--- src/rtl/core/rcfr_pkg.sv ---
`timescale 1ns / 1ps

package rcfr_pkg;

  localparam int unsigned MaxChannels = 256;
  localparam int unsigned MaxResBits  = 12;
  localparam int unsigned IdxW        = $clog2(MaxChannels);
  localparam int unsigned CntW        = IdxW + 1;
  localparam int unsigned ValW        = MaxResBits;

  localparam logic [7:0] StartMark = 8'hC9;
  localparam logic [7:0] EndMark   = 8'h93;

  localparam logic OpRxByte   = 1'b0;
  localparam logic OpReadChan = 1'b1;

  typedef struct packed {
    logic       opcode;
    logic [7:0] data_byte;
    logic [7:0] channel_index;
  } in_t;

  typedef struct packed {
    logic            frame_ok;
    logic            frame_fail;
    logic            checksum_match;
    logic [7:0]      frame_uid;
    logic [7:0]      sender_id;
    logic [3:0]      resolution_bits;
    logic [8:0]      channels_in_frame;
    logic            sender_error;
    logic            mesh_active;
    logic [3:0]      hop_count;
    logic [7:0]      error_total;
    logic [ValW-1:0] channel_value;
  } out_t;

  // outcome of unpacking one data byte
  typedef struct packed {
    logic            wr0_en;
    logic [ValW-1:0] wr0_data;
    logic            wr1_en;
    logic [ValW-1:0] wr1_data;
    logic [ValW-1:0] partial;
    logic [3:0]      bitpos;
    logic [CntW-1:0] widx;
  } unp_t;

endpackage

--- src/rtl/core/rcfr_unpack.sv ---
`timescale 1ns / 1ps

module rcfr_unpack import rcfr_pkg::*; (
  input  logic [7:0]      byte_i,
  input  logic [3:0]      res_bits_i,
  input  logic [CntW-1:0] chan_count_i,
  input  logic [ValW-1:0] partial_i,
  input  logic [3:0]      bitpos_i,
  input  logic [CntW-1:0] widx_i,
  output unp_t            unp_o
);

  logic [ValW:0]     mask_wide;
  logic [ValW-1:0]   mask;
  logic [ValW+7:0]   shifted;
  logic [ValW-1:0]   field0;
  logic [3:0]        need;
  logic [3:0]        rem_bits;
  logic [7:0]        rem;
  logic [7:0]        rem2;
  logic [CntW-1:0]   widx1;
  logic [CntW-1:0]   widx2;

  always_comb begin
    mask_wide = ({{ValW{1'b0}}, 1'b1} << res_bits_i) - {{ValW{1'b0}}, 1'b1};
    mask      = mask_wide[ValW-1:0];
    shifted   = {{ValW{1'b0}}, byte_i} << bitpos_i;
    field0    = partial_i | (shifted[ValW-1:0] & mask);
    need      = res_bits_i - bitpos_i;
    rem_bits  = 4'd8 - need;
    rem       = byte_i >> need;
    rem2      = rem >> res_bits_i;
    widx1     = widx_i + CntW'(1);
    widx2     = widx_i + CntW'(2);

    unp_o          = '0;
    unp_o.wr0_data = field0;
    unp_o.wr1_data = {{(ValW-8){1'b0}}, rem} & mask;
    unp_o.partial  = partial_i;
    unp_o.bitpos   = bitpos_i;
    unp_o.widx     = widx_i;

    if (widx_i < chan_count_i) begin
      if (need > 4'd8) begin
        // byte lands entirely inside the current value
        unp_o.partial = field0;
        unp_o.bitpos  = bitpos_i + 4'd8;
      end else begin
        unp_o.wr0_en = 1'b1;
        unp_o.widx   = widx1;
        if (widx1 >= chan_count_i) begin
          unp_o.partial = '0;
          unp_o.bitpos  = '0;
        end else if (rem_bits >= res_bits_i) begin
          // short resolution: a second value completes in the same byte
          unp_o.wr1_en = 1'b1;
          unp_o.widx   = widx2;
          if (widx2 >= chan_count_i) begin
            unp_o.partial = '0;
            unp_o.bitpos  = '0;
          end else begin
            unp_o.partial = {{(ValW-8){1'b0}}, rem2};
            unp_o.bitpos  = rem_bits - res_bits_i;
          end
        end else begin
          unp_o.partial = {{(ValW-8){1'b0}}, rem};
          unp_o.bitpos  = rem_bits;
        end
      end
    end
  end

endmodule

--- src/rtl/core/rc_frame_receiver_top.sv ---
`timescale 1ns / 1ps
// a result passes through the stage-1 register, which holds the channel memory read,
// and then through the output register
// throughput: one transaction per cycle while the output is not stalled; a data byte that
// completes two channel values holds ready low as the single memory port writes the second
// reset: control and frame state clear at once; the channel memory is not cleared,
// entries not yet reached in the current frame read as 0 through the write index

module rc_frame_receiver_top import rcfr_pkg::*; (
  input  logic clk_i,
  input  logic rst_ni,
  input  logic in_valid_i,
  output logic in_ready_o,
  input  in_t  in_data_i,
  output logic out_valid_o,
  input  logic out_ready_i,
  output out_t out_data_o
);

  localparam logic [2:0] PhIdle   = 3'd0;
  localparam logic [2:0] PhUid    = 3'd1;
  localparam logic [2:0] PhSender = 3'd2;
  localparam logic [2:0] PhConfig = 3'd3;
  localparam logic [2:0] PhMesh   = 3'd4;
  localparam logic [2:0] PhData   = 3'd5;
  localparam logic [2:0] PhCheck  = 3'd6;
  localparam logic [2:0] PhEnd    = 3'd7;

  logic [2:0]      phase_q, phase_d;
  logic [7:0]      uid_q, uid_d;
  logic [7:0]      sender_q, sender_d;
  logic [2:0]      res_key_q, res_key_d;
  logic [2:0]      cnt_key_q, cnt_key_d;
  logic            serr_q, serr_d;
  logic [3:0]      hop_q, hop_d;
  logic [CntW-1:0] byte_cnt_q, byte_cnt_d;
  logic [7:0]      xor_q, xor_d;
  logic            chk_q, chk_d;
  logic [7:0]      err_q, err_d;
  logic [ValW-1:0] partial_q, partial_d;
  logic [3:0]      bitpos_q, bitpos_d;
  logic [CntW-1:0] widx_q, widx_d;

  logic            pend_q, pend_d;
  logic [IdxW-1:0] pend_addr_q, pend_addr_d;
  logic [ValW-1:0] pend_data_q, pend_data_d;

  logic            s1_valid_q;
  out_t            s1_q, s1_d;
  logic            s1_mem_q, s1_mem_d;
  logic            out_valid_q;
  out_t            out_q, out_d;

  logic [ValW-1:0] mem_q [MaxChannels];
  logic [ValW-1:0] rdata_q;
  logic            mem_we;
  logic [IdxW-1:0] mem_waddr;
  logic [ValW-1:0] mem_wdata;
  logic            mem_re;

  logic            accept;
  logic            byte_go;
  logic            s1_move;
  logic [3:0]      res_bits;
  logic [CntW-1:0] chan_count;
  logic [2:0]      cnt_shift;
  logic [11:0]     total_bits;
  logic [12:0]     total_round;
  logic [9:0]      frame_size;
  logic [9:0]      byte_cnt_inc;
  logic [CntW-1:0] idx_ext;
  logic [7:0]      err_bumped;
  logic            ok, fail;
  unp_t            unp;

  assign res_bits     = 4'd5 + {1'b0, res_key_q};
  assign cnt_shift    = (cnt_key_q == 3'd7) ? 3'd0 : cnt_key_q;
  assign chan_count   = (cnt_key_q == 3'd7) ? CntW'(MaxChannels)
                                            : (CntW'(1) << cnt_shift);
  assign total_bits   = (cnt_key_q == 3'd7) ? {res_bits, 8'd0}
                                            : ({8'd0, res_bits} << cnt_key_q);
  assign total_round  = {1'b0, total_bits} + 13'd7;
  assign frame_size   = total_round[12:3];
  assign byte_cnt_inc = {1'b0, byte_cnt_q} + 10'd1;
  assign err_bumped   = (err_q == 8'hFF) ? err_q : err_q + 8'd1;
  assign idx_ext      = {1'b0, in_data_i.channel_index};

  assign s1_move    = s1_valid_q & (~out_valid_q | out_ready_i);
  assign in_ready_o = ~pend_q & (~s1_valid_q | s1_move);
  assign accept     = in_valid_i & in_ready_o;
  assign byte_go    = accept & (in_data_i.opcode == OpRxByte);

  rcfr_unpack u_unpack (
    .byte_i       (in_data_i.data_byte),
    .res_bits_i   (res_bits),
    .chan_count_i (chan_count),
    .partial_i    (partial_q),
    .bitpos_i     (bitpos_q),
    .widx_i       (widx_q),
    .unp_o        (unp)
  );

  always_comb begin
    phase_d     = phase_q;
    uid_d       = uid_q;
    sender_d    = sender_q;
    res_key_d   = res_key_q;
    cnt_key_d   = cnt_key_q;
    serr_d      = serr_q;
    hop_d       = hop_q;
    byte_cnt_d  = byte_cnt_q;
    xor_d       = xor_q;
    chk_d       = chk_q;
    err_d       = err_q;
    partial_d   = partial_q;
    bitpos_d    = bitpos_q;
    widx_d      = widx_q;
    pend_d      = 1'b0;
    pend_addr_d = pend_addr_q;
    pend_data_d = pend_data_q;
    ok          = 1'b0;
    fail        = 1'b0;
    mem_we      = pend_q;
    mem_waddr   = pend_addr_q;
    mem_wdata   = pend_data_q;

    if (byte_go) begin
      case (phase_q)
        PhIdle: begin
          if (in_data_i.data_byte == StartMark) phase_d = PhUid;
        end
        PhUid: begin
          uid_d   = in_data_i.data_byte;
          xor_d   = in_data_i.data_byte;
          phase_d = PhSender;
        end
        PhSender: begin
          sender_d = in_data_i.data_byte;
          xor_d    = xor_q ^ in_data_i.data_byte;
          phase_d  = PhConfig;
        end
        PhConfig: begin
          xor_d      = xor_q ^ in_data_i.data_byte;
          res_key_d  = in_data_i.data_byte[2:0];
          cnt_key_d  = in_data_i.data_byte[5:3];
          serr_d     = in_data_i.data_byte[6];
          byte_cnt_d = '0;
          partial_d  = '0;
          bitpos_d   = '0;
          widx_d     = '0;
          phase_d    = in_data_i.data_byte[7] ? PhMesh : PhData;
        end
        PhMesh: begin
          xor_d   = xor_q ^ in_data_i.data_byte;
          hop_d   = in_data_i.data_byte[3:0];
          phase_d = PhData;
        end
        PhData: begin
          xor_d       = xor_q ^ in_data_i.data_byte;
          partial_d   = unp.partial;
          bitpos_d    = unp.bitpos;
          widx_d      = unp.widx;
          byte_cnt_d  = byte_cnt_inc[CntW-1:0];
          mem_we      = unp.wr0_en;
          mem_waddr   = widx_q[IdxW-1:0];
          mem_wdata   = unp.wr0_data;
          pend_d      = unp.wr1_en;
          pend_addr_d = widx_q[IdxW-1:0] + IdxW'(1);
          pend_data_d = unp.wr1_data;
          if (byte_cnt_inc >= frame_size) phase_d = PhCheck;
        end
        PhCheck: begin
          chk_d   = (in_data_i.data_byte == xor_q);
          if (in_data_i.data_byte != xor_q) err_d = err_bumped;
          phase_d = PhEnd;
        end
        default: begin
          if (in_data_i.data_byte == EndMark) begin
            ok = 1'b1;
          end else begin
            fail  = 1'b1;
            err_d = err_bumped;
          end
          phase_d = PhIdle;
        end
      endcase
    end
  end

  // stage-1 result: frame status plus the channel read: finished values from memory, the one
  // in progress from the partial register; anything not reached yet in this frame or out of range reads 0
  always_comb begin
    s1_d                   = '0;
    s1_mem_d               = 1'b0;
    s1_d.frame_ok          = ok;
    s1_d.frame_fail        = fail;
    s1_d.checksum_match    = chk_d;
    s1_d.frame_uid         = uid_d;
    s1_d.sender_id         = sender_d;
    s1_d.resolution_bits   = 4'd5 + {1'b0, res_key_d};
    s1_d.channels_in_frame = (cnt_key_d == 3'd7) ? CntW'(MaxChannels)
                                                 : (CntW'(1) << cnt_key_d);
    s1_d.sender_error      = serr_d;
    s1_d.mesh_active       = (hop_d != 4'd0);
    s1_d.hop_count         = hop_d;
    s1_d.error_total       = err_d;
    if (in_data_i.opcode == OpReadChan && idx_ext < chan_count) begin
      if (idx_ext < widx_q) begin
        s1_mem_d = 1'b1;
      end else if (idx_ext == widx_q) begin
        s1_d.channel_value = partial_q;
      end
    end
  end

  always_comb begin
    out_d = s1_q;
    if (s1_mem_q) out_d.channel_value = rdata_q;
  end

  assign mem_re = accept & (in_data_i.opcode == OpReadChan);

  always_ff @(posedge clk_i) begin
    if (mem_we) mem_q[mem_waddr] <= mem_wdata;
  end

  always_ff @(posedge clk_i) begin
    if (mem_re) rdata_q <= mem_q[in_data_i.channel_index];
  end

  always_ff @(posedge clk_i or negedge rst_ni) begin
    if (!rst_ni) begin
      phase_q     <= PhIdle;
      uid_q       <= '0;
      sender_q    <= '0;
      res_key_q   <= '0;
      cnt_key_q   <= '0;
      serr_q      <= 1'b0;
      hop_q       <= '0;
      byte_cnt_q  <= '0;
      xor_q       <= '0;
      chk_q       <= 1'b0;
      err_q       <= '0;
      partial_q   <= '0;
      bitpos_q    <= '0;
      widx_q      <= '0;
      pend_q      <= 1'b0;
      s1_valid_q  <= 1'b0;
      out_valid_q <= 1'b0;
    end else begin
      phase_q    <= phase_d;
      uid_q      <= uid_d;
      sender_q   <= sender_d;
      res_key_q  <= res_key_d;
      cnt_key_q  <= cnt_key_d;
      serr_q     <= serr_d;
      hop_q      <= hop_d;
      byte_cnt_q <= byte_cnt_d;
      xor_q      <= xor_d;
      chk_q      <= chk_d;
      err_q      <= err_d;
      partial_q  <= partial_d;
      bitpos_q   <= bitpos_d;
      widx_q     <= widx_d;
      pend_q     <= pend_d;
      if (accept) begin
        s1_valid_q <= 1'b1;
      end else if (s1_move) begin
        s1_valid_q <= 1'b0;
      end
      if (s1_move) begin
        out_valid_q <= 1'b1;
      end else if (out_ready_i) begin
        out_valid_q <= 1'b0;
      end
    end
  end

  always_ff @(posedge clk_i) begin
    pend_addr_q <= pend_addr_d;
    pend_data_q <= pend_data_d;
    if (accept) begin
      s1_q     <= s1_d;
      s1_mem_q <= s1_mem_d;
    end
    if (s1_move) out_q <= out_d;
  end

  assign out_valid_o = out_valid_q;
  assign out_data_o  = out_q;

endmodule

--- config.mk ---
export PLATFORM = sky130hd
export DESIGN_NAME = rc_frame_receiver_top
export DESIGN_NICKNAME = d
export VERILOG_FILES = /design/src/rtl/core/rcfr_pkg.sv /design/src/rtl/core/rcfr_unpack.sv /design/src/rtl/core/rc_frame_receiver_top.sv
export SDC_FILE = /design/constraint.sdc
export NUM_CORES = 2
export LEC_CHECK = 0
export ABC_AREA = 1
export BUFFER_PORTS_ARGS = -buffer_cell sky130_fd_sc_hd__buf_4
export CAP_MARGIN = 10
export CORE_MARGIN = 2
export CORE_UTILIZATION = 47
export CTS_BUF_LIST = sky130_fd_sc_hd__clkbuf_16
export DETAILED_ROUTE_END_ITERATION = 8
export GPL_ROUTABILITY_DRIVEN = 0
export SYNTH_ARGS = -nofsm -noshare
export SYNTH_HDL_FRONTEND = slang
export SYNTH_SLANG_ARGS = --single-unit
--- constraint.sdc ---
create_clock -name clk_i -period 11.6 [get_ports clk_i]
set_input_delay 2.9 -clock clk_i [delete_from_list [all_inputs] [get_ports clk_i]]
set_output_delay 2.9 -clock clk_i [all_outputs]
set_load 0.03 [all_outputs]
==> metrics.csv <==
stage;metric;value;unit
outcome;run status;complete, but fails checks;
outcome;failing checks;design-rule violations;
timing;period utilization;56.9;%
placement;post-DP HPWL;223;mm
worst_setup_path;crit path capture type;flip-flop;
logic_synthesis;area share of the largest cell type after synthesis;71.1;%
floorplan;Starting Density;47.2;%
power_and_ir_drop;Static Leakage;54.6;nW
timing;Worst-Margin Slew;1.26;ns
worst_setup_path;Required @ worst endpoint;12.34;ns
global_routing;GRT Total Usage;26.6;%
job;number of max-cap violations;0;
logic_synthesis;Synth cell types;52;
floorplan;DIE AREA;294000;sq um
worst_hold_path;Hold Path Class;flip-flop to flip-flop;
worst_setup_path;crit path max fanout;122;
worst_setup_path;data arrival time of the worst path;7.35;ns
logic_synthesis;Top FF cell, synth;edfxtp_1;
floorplan;Die H;542;microns
floorplan;Die Span X;542;microns
floorplan;row cnt;197;
worst_setup_path;CP max stage delay;0.82;ns
global_routing;vias in the first global route;86500;
clock_tree;number of CTS-inserted buffers;348;
global_routing;first-pass GRT wire length;581;mm
drt;routed via count;91500;
global_routing;largest net degree at the start of global routing;220;
logic_synthesis;top post-synthesis cells by area;edfxtp_1, nand3_1, nand2_1;
logic_synthesis;most common cell in the netlist;nand2_1;
logic_synthesis;share of flip-flops with an asynchronous set or reset;2.54;%
worst_setup_path;most numerous cell on the critical path;nand3_1;
drt;Via density;5.89;
clock_tree;Post-CTS Hold Buffers;0;
logic_synthesis;Synth Instances;11700;
placement;dpl cells;14900;
clock_tree;CTS Root Buffer Type;clkbuf_16;
logic_synthesis;Synth Warn #;0;
drt;Starting DRT DRC Count;12700;
timing;relative max-transition margin;15.4;%
drt;ANT nets after route;0;
logic_synthesis;Seq/Total Area, Yosys;72.6;%
timing;Hold Fails Final Rpt;0;
worst_setup_path;CP max stage cell;buf_4;
logic_synthesis;Yosys reg bits;3301;
finish;Util after Layout;52.4;%
power_and_ir_drop;Power per Cell Area;189;nW/um^2
floorplan;Core Region;288000;sq um
worst_setup_path;r2r startpoint;res_key_q[0];
worst_setup_path;worst r2r dst;mem_q[216][5];
finish;final std cells w/o fill;15500;
power_and_ir_drop;Pwr Total;28.6;mW
finish;layout cells sized above 1;6.45;%
timing;PnR worst setup slack;5.00;ns
logic_synthesis;most instantiated cells after synthesis;nand2_1, edfxtp_1, nand3_1;
global_routing;total gr overflow;0;
drt;DRC;2;
timing;final-report max-slew violation count;0;
drt;Wirelength per Cell;25.7;microns
finish;area grow syn2layout;10.9;%
timing;Worst Skew;0.0649;ns
logic_synthesis;Post-synth EDFFs;3217;
timing;fin crit period;6.60;ns
clock_tree;Resize count post-CTS;0;
worst_setup_path;crit path launch;in_data_i[0];
clock_tree;clk sink count;3301;
timing;final setup vio count;0;
worst_setup_path;setup slack, reg-to-reg;5.60;ns
power_and_ir_drop;Peak VDD IR;0.172;mV
logic_synthesis;Mapped Area;136000;sq um
worst_setup_path;reg2reg path depth;12;
worst_setup_path;Critical Path Sink;rdata_q[8];
logic_synthesis;top cell type by total area after synthesis;edfxtp_1;
worst_setup_path;WS Path Type;input pin to flip-flop;
global_routing;antenna violations before repair;8;
timing;setup TNS;0;ns
drt;first drt pass iteration count;8;
timing;Max Clk Rate;0.151;GHz
clock_tree;post-CTS setup buffer count;0;
finish;nets@finish;11600;
clock_tree;Worst-Skew Late Latency;0.90;ns
clock_tree;Worst-path clk slew;0.06;ns
clock_tree;CTS Buffer Depth;4;
clock_tree;H-Tree Depth;5;
timing;RSZ-0062 raised after global routing;false;
placement;DP Worst Slack;4.14;ns
placement;port bufs;80;
floorplan;I/O pins;81;
worst_setup_path;CP startpoint kind;input pin;
worst_setup_path;CP cell instances;buf_8, buf_4, buf_4, buf_4, nand2_1, nand3_1, nand3_1, nand3_1, nand3_1, nand3_1, nand3_1, nand2_1, nand2_1, nand2_1;
drt;final wirelength;399;mm
clock_tree;CTS tree;yes;
logic_synthesis;mean area per synthesized cell;11.6;sq um
[cell type report]
| type | instances | area, sq um |
|---|---|---|
| fill | 24500 | 137000 |
| multi-input combinational | 7458 | 33800 |
| clock buffer | 357 | 8930 |
| timing repair buffer | 196 | 1950 |
| clock inverter | 264 | 1880 |
| sequential | 3301 | 98700 |
| inverter | 182 | 718 |
| antenna | 5 | 12.5 |
| tap | 3781 | 4730 |
[how the worst min path moves through the flow]
stage,startpoint,end,slack [ns],cells past startpoint
2_1_floorplan,out_d[12],out_data_o[12],0.40,0
3_3_place_gp,out_d[33],out_data_o[33],0.40,0
3_5_place_dp,out_d[47],out_data_o[47],0.40,0
4_1_cts,out_d[18],out_data_o[18],0.41,0
5_1_grt,out_d[18],out_data_o[18],0.42,0
6_report,out_d[18],out_data_o[18],0.41,0
[metal layers]
metal | vias to the layer above | GRT usage, % | wire, microns | part of all wire [%]
li1 | 41000 | - | - | -
met5 | - | 0 | 51 | 0.013
met1 | 45200 | 37.5 | 162000 | 41
met4 | 6 | 9.13 | 14800 | 3.7
met3 | 717 | 4.62 | 37200 | 9.3
met2 | 4593 | 41.9 | 185000 | 46
[cells by family (layout without fill, tap and decap cells)]
| family | after synthesis | in the layout | share of synthesized area, % |
|---|---|---|---|
| XOR/XNOR | 36 | 36 | 0.232 |
| AND/OR/NAND/NOR | 7099 | 7099 | 22.7 |
| buffers and inverters | 924 | 999 | 2.70 |
| AO/OA/AOI/OAI | 225 | 225 | 0.941 |
| adder cells (fa/ha/maj) | 77 | 77 | 0.720 |
| other | 2 | 11 | 0.00552 |
| multiplexers | 15 | 15 | 0.121 |
| flip-flops | 3301 | 3301 | 72.6 |
[per-stage QoR]
stage	area (sq um)	hold WS, ns
floorplan	136000	0.400
global placement	140000	0.403
detailed placement	140000	0.405
CTS	151000	0.408
global route	151000	0.423
finish	151000	0.413
[placed cells by master (no fill, tap or decap), types with 16 or more instances in the layout]
cell,instances
a21oi_1,45
xor2_1,32
bufinv_16,26
nand3_1,3109
clkinv_2,47
o21ai_0,110
nand2_2,23
nor2_1,400
nand2_1,3493
ha_1,75
buf_4,152
nand4_1,16
inv_1,230
clkinv_1,93
edfxtp_1,3217
clkbuf_16,357
dfrtp_1,84
inv_2,16
buf_12,34
[where the power goes]
group / total [mW] / switching, mW / internal [mW]
logic: 4.08 / 3.07 / 1.01
clock network: 10.7 / 4.56 / 6.13
registers: 13.8 / 0.160 / 13.6
total: 28.6 / 7.78 / 20.8
[state kept, by name, indices dropped and copies added, names as in the netlist, 3 cells and up]
name and count:
bitpos_q 4, byte_cnt_q 9, cnt_key_q 3, err_q 8, hop_q 4, mem_q 3072
out_d 46, out_data_o 58, partial_q 12, pend_addr_q 8, pend_data_q 8, phase_q 3
rdata_q 12, res_key_q 3, s1_q 12, sender_q 8, uid_q 8, widx_q 9
xor_q 8
[worst max-delay path: cells and delay by family]
kind	cells	cell delay [ns]
buf+inv	4	2.63
simple gates	10	1.42
(Power assumes the default switching activity.)
